$ cat src/design/tli_pkg.sv
// Shared types, codes and arithmetic helpers for the table linear interpolator.
package tli_pkg;

	localparam int DW = 32;
	localparam int EW = DW + 1;
	localparam int PW = 2 * EW;
	localparam int SW = EW + 3;
	localparam int CW = 7;
	localparam int OP_W = 5;

	localparam logic [CW-1:0] MUL_STEPS  = CW'(EW);
	localparam logic [CW-1:0] GDIV_STEPS = CW'(EW);
	localparam logic [CW-1:0] IDIV_STEPS = CW'(PW);

	localparam logic [1:0] REQ_LOAD_X = 2'd0;
	localparam logic [1:0] REQ_LOAD_F = 2'd1;
	localparam logic [1:0] REQ_QUERY  = 2'd2;

	localparam logic [1:0] REG_POINT_COUNT  = 2'd0;
	localparam logic [1:0] REG_GRID_MODE    = 2'd1;
	localparam logic [1:0] REG_REVERSE_MODE = 2'd2;

	localparam logic [OP_W-1:0] OP_NOP  = 5'd0;
	localparam logic [OP_W-1:0] OP_GA   = 5'd1;
	localparam logic [OP_W-1:0] OP_GB   = 5'd2;
	localparam logic [OP_W-1:0] OP_GC   = 5'd3;
	localparam logic [OP_W-1:0] OP_DIV  = 5'd4;
	localparam logic [OP_W-1:0] OP_GFIN = 5'd5;
	localparam logic [OP_W-1:0] OP_SA   = 5'd6;
	localparam logic [OP_W-1:0] OP_SB   = 5'd7;
	localparam logic [OP_W-1:0] OP_SC   = 5'd8;
	localparam logic [OP_W-1:0] OP_SCAN = 5'd9;
	localparam logic [OP_W-1:0] OP_IA   = 5'd10;
	localparam logic [OP_W-1:0] OP_IB   = 5'd11;
	localparam logic [OP_W-1:0] OP_IC   = 5'd12;
	localparam logic [OP_W-1:0] OP_MUL  = 5'd13;
	localparam logic [OP_W-1:0] OP_IFIN = 5'd14;
	localparam logic [OP_W-1:0] OP_LAST = 5'd15;
	localparam logic [OP_W-1:0] OP_OUT  = 5'd16;

	typedef struct packed {
		logic            take;
		logic [OP_W-1:0] op;
	} cmd_t;

	typedef struct packed {
		logic grid;
		logic dx_zero;
		logic k_ok;
		logic range_ok;
		logic hit;
		logic scan_end;
		logic k_last;
		logic trivial;
		logic iter_done;
	} st_t;

	function automatic logic [EW-1:0] mag(input logic signed [EW-1:0] v);
		return v[EW-1] ? EW'(-v) : EW'(v);
	endfunction

	function automatic logic [DW-1:0] sat(input logic signed [SW-1:0] v);
		logic signed [SW-1:0] hi;
		logic signed [SW-1:0] lo;
		hi = SW'((64'sd1 <<< (DW - 1)) - 64'sd1);
		lo = -hi - SW'(1);
		if (v > hi) begin
			return hi[DW-1:0];
		end else if (v < lo) begin
			return lo[DW-1:0];
		end
		return v[DW-1:0];
	endfunction

endpackage

$ cat src/design/tli_ctrl.sv
// Sequencer for loads, bracket search, grid division and interpolation steps.
module tli_ctrl import tli_pkg::*; (
	input  logic       clk,
	input  logic       arst_n,
	input  logic       in_valid,
	output logic       in_stall,
	input  logic [1:0] req_type,
	output logic       out_valid,
	input  logic       out_stall,
	input  st_t        st,
	output cmd_t       cmd
);

	localparam logic [4:0] ST_IDLE = 5'd0;
	localparam logic [4:0] ST_GA   = 5'd1;
	localparam logic [4:0] ST_GB   = 5'd2;
	localparam logic [4:0] ST_GC   = 5'd3;
	localparam logic [4:0] ST_GDIV = 5'd4;
	localparam logic [4:0] ST_GFIN = 5'd5;
	localparam logic [4:0] ST_SA   = 5'd6;
	localparam logic [4:0] ST_SB   = 5'd7;
	localparam logic [4:0] ST_SC   = 5'd8;
	localparam logic [4:0] ST_SCAN = 5'd9;
	localparam logic [4:0] ST_IA   = 5'd10;
	localparam logic [4:0] ST_IB   = 5'd11;
	localparam logic [4:0] ST_IC   = 5'd12;
	localparam logic [4:0] ST_MUL  = 5'd13;
	localparam logic [4:0] ST_IDIV = 5'd14;
	localparam logic [4:0] ST_IFIN = 5'd15;
	localparam logic [4:0] ST_LAST = 5'd16;
	localparam logic [4:0] ST_OUT  = 5'd17;

	logic [4:0] state_q;
	logic [4:0] state_nx;
	logic       out_valid_q;

	assign in_stall  = (state_q != ST_IDLE);
	assign out_valid = out_valid_q;

	always_comb begin
		state_nx = state_q;
		cmd.op   = OP_NOP;
		cmd.take = in_valid && (state_q == ST_IDLE);
		unique case (state_q)
			ST_IDLE: begin
				if (cmd.take && req_type == REQ_QUERY) begin
					state_nx = st.grid ? ST_GA : ST_SA;
				end
			end
			ST_GA: begin
				cmd.op   = OP_GA;
				state_nx = ST_GB;
			end
			ST_GB: begin
				cmd.op   = OP_GB;
				state_nx = ST_GC;
			end
			ST_GC: begin
				cmd.op   = OP_GC;
				state_nx = st.dx_zero ? ST_OUT : ST_GDIV;
			end
			ST_GDIV: begin
				cmd.op = OP_DIV;
				if (st.iter_done) begin
					state_nx = ST_GFIN;
				end
			end
			ST_GFIN: begin
				cmd.op   = OP_GFIN;
				state_nx = st.k_ok ? ST_IA : ST_OUT;
			end
			ST_SA: begin
				cmd.op   = OP_SA;
				state_nx = ST_SB;
			end
			ST_SB: begin
				cmd.op   = OP_SB;
				state_nx = ST_SC;
			end
			ST_SC: begin
				cmd.op   = OP_SC;
				state_nx = st.range_ok ? ST_SCAN : ST_OUT;
			end
			ST_SCAN: begin
				cmd.op = OP_SCAN;
				if (st.hit) begin
					state_nx = ST_IA;
				end else if (st.scan_end) begin
					state_nx = ST_OUT;
				end
			end
			ST_IA: begin
				cmd.op   = OP_IA;
				state_nx = st.k_last ? ST_LAST : ST_IB;
			end
			ST_LAST: begin
				cmd.op   = OP_LAST;
				state_nx = ST_OUT;
			end
			ST_IB: begin
				cmd.op   = OP_IB;
				state_nx = ST_IC;
			end
			ST_IC: begin
				cmd.op   = OP_IC;
				state_nx = st.trivial ? ST_OUT : ST_MUL;
			end
			ST_MUL: begin
				cmd.op = OP_MUL;
				if (st.iter_done) begin
					state_nx = ST_IDIV;
				end
			end
			ST_IDIV: begin
				cmd.op = OP_DIV;
				if (st.iter_done) begin
					state_nx = ST_IFIN;
				end
			end
			ST_IFIN: begin
				cmd.op   = OP_IFIN;
				state_nx = ST_OUT;
			end
			ST_OUT: begin
				if (!out_valid_q || !out_stall) begin
					cmd.op   = OP_OUT;
					state_nx = ST_IDLE;
				end
			end
			default: begin
				state_nx = ST_IDLE;
			end
		endcase
	end

	always_ff @(posedge clk or negedge arst_n) begin
		if (!arst_n) begin
			state_q     <= ST_IDLE;
			out_valid_q <= 1'b0;
		end else begin
			state_q <= state_nx;
			if (cmd.op == OP_OUT) begin
				out_valid_q <= 1'b1;
			end else if (!out_stall) begin
				out_valid_q <= 1'b0;
			end
		end
	end

	a_no_overwrite: assert property (@(posedge clk) disable iff (!arst_n)
		(cmd.op == OP_OUT) |-> !(out_valid_q && out_stall))
		else $error("result beat overwritten while stalled");

	a_query_start: assert property (@(posedge clk) disable iff (!arst_n)
		(cmd.take && req_type == REQ_QUERY) |=> (state_q == ST_GA || state_q == ST_SA))
		else $error("query did not start a bracket lookup");

	a_mul_hold: assert property (@(posedge clk) disable iff (!arst_n)
		(state_q == ST_MUL && !st.iter_done) |=> (state_q == ST_MUL))
		else $error("multiply left early");

endmodule

$ cat config.mk
export PLATFORM = sky130hd
export DESIGN_NAME = tli_ctrl
export DESIGN_NICKNAME = d
export VERILOG_FILES = /design/src/design/tli_pkg.sv /design/src/design/tli_ctrl.sv
export SDC_FILE = /design/constraint.sdc
export NUM_CORES = 1
export LEC_CHECK = 0
export BUFFER_PORTS_ARGS = -buffer_cell sky130_fd_sc_hd__buf_2
export CAP_MARGIN = 20
export CORE_MARGIN = 2
export CORE_UTILIZATION = 54
export CTS_BUF_LIST = sky130_fd_sc_hd__clkbuf_8 sky130_fd_sc_hd__clkbuf_16
export DETAILED_ROUTE_END_ITERATION = 6
export PLACE_DENSITY_LB_ADDON = 0.15
export SETUP_SLACK_MARGIN = 0.2
export SKIP_LAST_GASP = 1
export SYNTH_ARGS = -nofsm -noshare
export SYNTH_HDL_FRONTEND = slang
export SYNTH_SLANG_ARGS = --single-unit
$ cat constraint.sdc
create_clock -name clk -period 3.4 [get_ports clk]
set_clock_uncertainty 0.15 [all_clocks]
set_input_delay 0.34 -clock clk [delete_from_list [all_inputs] [get_ports clk]]
set_output_delay 0.34 -clock clk [all_outputs]
set_load 0.03 [all_outputs]
==> results_dict.tcl, run 1 <==
set metrics [dict create \
    outcome "finished clean" \
    yosys_most_used_dff "dfrtp_1" \
    p_per_area_nw_per_um2 874 \
    place.detailed.hpwl_microns 1410 \
    die-area_sq_um 1710 \
    fin_crit_ns 2.34 \
    clkTransAtPathRegs_ns 0.04 \
    critPathSlowestCell "dfrtp_1" \
    synth.most_common_cell "nor2_1" \
    core_sq_um 1300 \
    met1_usage 0.324 \
    synth_nets 122 \
    numCtsBuffers 3 \
    busiest_layer "met2" \
    synthArstFlopShare 1.00 \
    syn2layout_area_growth_pct 15.9 \
    wl_microns 1910 \
    fmax_mhz 427 \
    cts_tree "done" \
    synthTopCellsByArea "dfrtp_1 (20%), nor2_1 (8.4%), o21ai_0 (4.6%)" \
    drt_first_pass_iters 4 \
    n_antenna_cell 0 \
    cts_buffer_depth 2 \
    antenna_left 0 \
    maxSlewViolCount 0 \
    synthTopCellsByCount "nor2_1 (17), nand2_1 (8), o21ai_0 (7)" \
    grtUsageMet2 0.350 \
    fin_util 0.673 \
    die_w_microns 41.4 \
    synth_top_area_cell "dfrtp_1" \
    grt_pass1_vias 732 \
    arrival_ns 1.85 \
    ir_drop_mv 0.681 \
    route.vias.total 863 \
    numPortBuffers 22 \
    initial_utilization 0.581 \
    maxSlewHeadroom 0.612 \
    cts_root_buf "clkbuf_8" \
    rsz0062_at_grt "false" \
    ios 23 \
    antenna_found_initial 0 \
    grt_max_degree 22 \
    cts_setup_buffers 0 \
    clock_sinks 6 \
    syn_inst 107 \
    path_buf_inv 1 \
    setup_viol 0 \
    avgRoutedWirePerCell_microns 13.6 \
    synth_seq_cells 6 \
    setup-tns-final_ns 0 \
    ys_seq_area_frac 0.199 \
    nets 142 \
    critPathTopFamily "flip-flops" \
    grt_remaining_overflow 0 \
    clock_latency_ns 0.23 \
    hold_viol 0 \
    worst-path-stages 5 \
    cp-start-kind "flop" \
    cp_max_fo 20 \
    avgSynthCellArea_sq_um 7.06 \
    first_iter_violations 40 \
    gr-usage-all-layers 0.241 \
    max_cap_viol_count 0 \
    chipHeight_microns 41.4 \
    synth_edf_count 0 \
    globalplace.congestion 0.887 \
    num_rows 13 \
    tightest_slew_ns 0.582 \
    worst_setup_path_end_kind "primary output" \
    path_cells "nor2_1 -> nand2_1 -> o21a_1 -> o22ai_1 -> buf_2" \
    grt_first_pass_wirelength_microns 3230 \
    post_synth_num_cell_types 41 \
    grt_util_met3 0.0870 \
    period_share 0.688 \
    worstSetupPathType "flop to primary output" \
    synth_top_area_frac 0.199 \
    drive_above_1_share 0.240 \
    hold_depth 3 \
    hold_path_class "primary input to flop" \
    leakage_nw 0.382 \
    reg2regPathDepth 5 \
    drcViolationCount 0 \
    cp.required_ns 2.91 \
    viasPerCell 6.16 \
    ys_warn_count 0 \
    cp_slowest_stage_delay_ns 0.57 \
    htree_levels 1 \
    synthesis.area_sq_um 756 \
]
==> layout by cell type (no fill, tap or decap), types with 2 or more instances in the layout <==
cell,count
nand4_1,2
nor3b_1,2
o31ai_1,2
nand2b_1,4
nor3_1,4
buf_2,22
o21ai_1,2
nor2b_1,4
nand2_1,8
o22ai_1,2
a31oi_1,2
clkbuf_8,3
inv_1,3
nor2_1,17
o21ai_0,7
dfrtp_1,6
a21oi_1,4
a21o_1,3
nand3_1,6
==> per-layer routing <==
layer	vias up	share of wire
li1	432	-
met1	379	0.47
met2	47	0.43
met3	5	0.088
met4	0	0.013
met5	-	0
==> kinds of logic after synthesis <==
kind of cell    Yosys count  synth area share
xor+xnor                  1            0.0116
simple gates             55             0.386
buf+inv                  12            0.0993
flops                     6             0.199
compound gates           33             0.305
==> final timing paths <==
check / startpoint / end / slack [ns]
setup / recovery: state_q[1]$_DFFE_PN0P_ / cmd[1] / 1.06
hold / removal: st[7] / state_q[2]$_DFFE_PN0P_ / 0.29
setup reg to reg: state_q[2]$_DFFE_PN0P_ / state_q[4]$_DFFE_PN0P_ / 1.37
hold reg to reg: out_valid$_DFFE_PN0P_ / out_valid$_DFFE_PN0P_ / 0.46
max in group asynchronous: arst_n / state_q[3]$_DFFE_PN0P_ / 2.63
min in group asynchronous: arst_n / state_q[4]$_DFFE_PN0P_ / 0.32
==> area by class of cell <==
class | instances | area [sq um]
clock buffer | 3 | 41.3
fill | 130 | 425
inverter | 4 | 15.0
multi-input combinational | 89 | 531
sequential | 6 | 150
tap | 15 | 18.8
timing repair buffer | 23 | 120
==> repair_timing <==
| item | in CTS | in global routing |
|---|---|---|
| resized for setup | 0 | 0 |
| endpoints found under the hold margin | 6 | 0 |
| hold buffers | 1 | 0 |
==> flip-flops by register name, indices dropped and copies added, names as in the netlist <==
signal / flops
out_valid: 1
state_q: 5
==> power by group <==
part | switching, W | leakage (nW) | internal [W]
combinational | 0.000280 | 0.282 | 0.000184
clock | 0.0000331 | 0.0216 | 0.0000763
sequential | 0.0000967 | 0.0782 | 0.0000955
==> through the flow <==
stage	hold WS (ns)	instances	setup WS [ns]	cell area, sq um	total power [W]
3_3_place_gp	0.0181	136	1.36	825	0.000645
5_1_grt	0.300	140	0.893	876	0.000828
2_1_floorplan	-0.106	107	1.27	756	0.000573
3_5_place_dp	0.0195	136	1.31	825	0.000651
6_report	0.286	140	1.06	876	0.000765
4_1_cts	0.281	140	1.07	876	0.000765
==> tightest hold or removal path: stages <==
cell and delay [ns]:
buf_2 0.09, or4_1 0.11, a31oi_1 0.08
Note: power is estimated with default switching activity, not from simulation.
==> run 2, diff against run 1 <==
Settings changed: CORE_UTILIZATION 54 to 50.
Clock period 3.4 ns to 2.22 ns, I/O delays scaled along.
==> results_dict.tcl, run 2 (synthesis results as in run 1) <==
set metrics [dict create \
    worst_setup_path_end_kind "primary output" \
    cp_max_fo 16 \
    max_cap_viol_count 0 \
    numCtsBuffers 3 \
    cp.required_ns 1.85 \
    p_sw_w 0.000672 \
    grt_pass1_vias 730 \
    met1_usage 0.327 \
    tightest_slew_ns 0.392 \
    num_rows 14 \
    period_share 0.884 \
    rr_startpoint "state_q[2]$_DFFE_PN0P_" \
    cts_root_buf "clkbuf_8" \
    drt_first_pass_iters 4 \
    cp-start-kind "flop" \
    ir_drop_mv 0.912 \
    place.detailed.hpwl_microns 1550 \
    fin_crit_ns 1.96 \
    core_sq_um 1450 \
    path_cells "nor2_1 -> nand2_1 -> o21a_1 -> o22ai_1 -> buf_2" \
    route.vias.total 947 \
    grt_remaining_overflow 0 \
    final_common_cell "buf_2" \
    numPortBuffers 22 \
    drive_above_1_share 0.346 \
    syn2layout_area_growth_pct 28.8 \
    p_comb_frac 0.661 \
    place_ws_ns 0.392 \
    intPower_w 0.000623 \
    ios 23 \
    grt_max_degree 21 \
    setup_viol 0 \
    clkTransAtPathRegs_ns 0.03 \
    maxSlewViolCount 0 \
    hold_viol 0 \
    die_w_microns 42.9 \
    cts_buffer_depth 2 \
    p_per_area_nw_per_um2 1330 \
    cp_slowest_stage_delay_ns 0.51 \
    antenna_found_initial 0 \
    clock_latency_ns 0.22 \
    wl_microns 2270 \
    pwr-share-clk 0.123 \
    setup-tns-final_ns 0 \
    final_cell_mix "buf_2 (21), nor2_1 (17), buf_4 (12)" \
    fmax_mhz 509 \
    switching_share 0.519 \
    place_area_sq_um 856 \
    final_cell_area_sq_um 973 \
    regMostFlops "state_q" \
    rsz0062_at_grt "false" \
    maxSlewHeadroom 0.738 \
    grt_first_pass_wirelength_microns 3280 \
    first_iter_violations 43 \
    leakage_nw 0.434 \
    power_frac_seq 0.216 \
    critPathSlowestCell "dfrtp_2" \
    busiest_layer "met2" \
    initial_utilization 0.520 \
    nets 153 \
    drcViolationCount 0 \
    finalWorstSetupSlack_ns 0.257 \
    cts_tree "done" \
    worstSetupPathType "flop to primary output" \
    die-area_sq_um 1840 \
    hold_path_class "primary input to flop" \
    clock_sinks 6 \
    largest_register_ffs 5 \
    avgRoutedWirePerCell_microns 14.9 \
    min_from "st[7]" \
    gr-usage-all-layers 0.237 \
    viasPerCell 6.23 \
    globalplace.congestion 0.913 \
    n_antenna_cell 0 \
    crit_path_start "state_q[0]$_DFFE_PN0P_" \
    chipHeight_microns 42.9 \
    grtUsageMet2 0.388 \
    grt_util_met3 0.0255 \
    htree_levels 1 \
    arrival_ns 1.59 \
    outcome "finished clean" \
    antenna_left 0 \
]
## run 2: cell count changes in the layout (fill, tap and decap cells not counted), sizes merged
cell	change
buf	+11
## run 2: path summary, 6_finish.rpt
check | endpoint | slack (ns) | cells after the start
max | cmd[1] | 0.26 | 5
min | state_q[2]$_DFFE_PN0P_ | 0.18 | 3
max reg2reg | state_q[3]$_DFFE_PN0P_ | 0.48 | 7
min reg2reg | state_q[3]$_DFFE_PN0P_ | 0.47 | 2
max in group asynchronous | state_q[1]$_DFFE_PN0P_ | 1.56 | 2
min in group asynchronous | state_q[0]$_DFFE_PN0P_ | 0.21 | 2
## run 2: cell type report
cell class | instances | area, sq um
Clock buffer | 3 | 41.3
Fill cell | 147 | 480
Inverter | 4 | 15.0
Multi-Input combinational cell | 89 | 536
Sequential cell | 6 | 156
Tap cell | 16 | 20.0
Timing Repair Buffer | 34 | 205
## run 2: through the flow
step / hold WS, ns / instances / utilization / total power (W)
floorplan: -0.224 / 107 / - / 0.000877
global placement: -0.0979 / 141 / 0.589 / 0.00103
detailed placement: -0.0984 / 141 / 0.589 / 0.00104
CTS: 0.186 / 145 / 0.626 / 0.00121
global route: 0.206 / 152 / 0.670 / 0.00138
finish: 0.183 / 152 / 0.670 / 0.00130
## run 2: worst max-delay path: cells and delay by family, from the launching register on
| kind | cells | cell delay, ns |
|---|---|---|
| flops | 1 | 0.51 |
| compound gates | 2 | 0.37 |
| simple gates | 2 | 0.26 |
| buf+inv | 1 | 0.23 |
## run 2: power groups by stage
stage / Combinational [W] / Sequential, W / Clock (W)
floorplan: 0.000695 / 0.000182 / 0
global placement: 0.000752 / 0.000277 / 0
detailed placement: 0.000763 / 0.000276 / 0
CTS: 0.000769 / 0.000278 / 0.000159
global route: 0.000930 / 0.000288 / 0.000165
finish: 0.000856 / 0.000280 / 0.000159
## run 2: per-layer routing
layer | part of all wire | up-vias
li1 | - | 455
met1 | 0.43 | 438
met2 | 0.48 | 48
met3 | 0.066 | 6
met4 | 0.027 | 0
met5 | 0 | -
## run 2: what timing repair did
item,4_1_cts,5_1_grt
buffers inserted,0,7
setup endpoints to repair,2,5
gates resized for setup,2,5
gates cloned,0,0
hold buffers,1,0
hold endpoints to repair,6,0
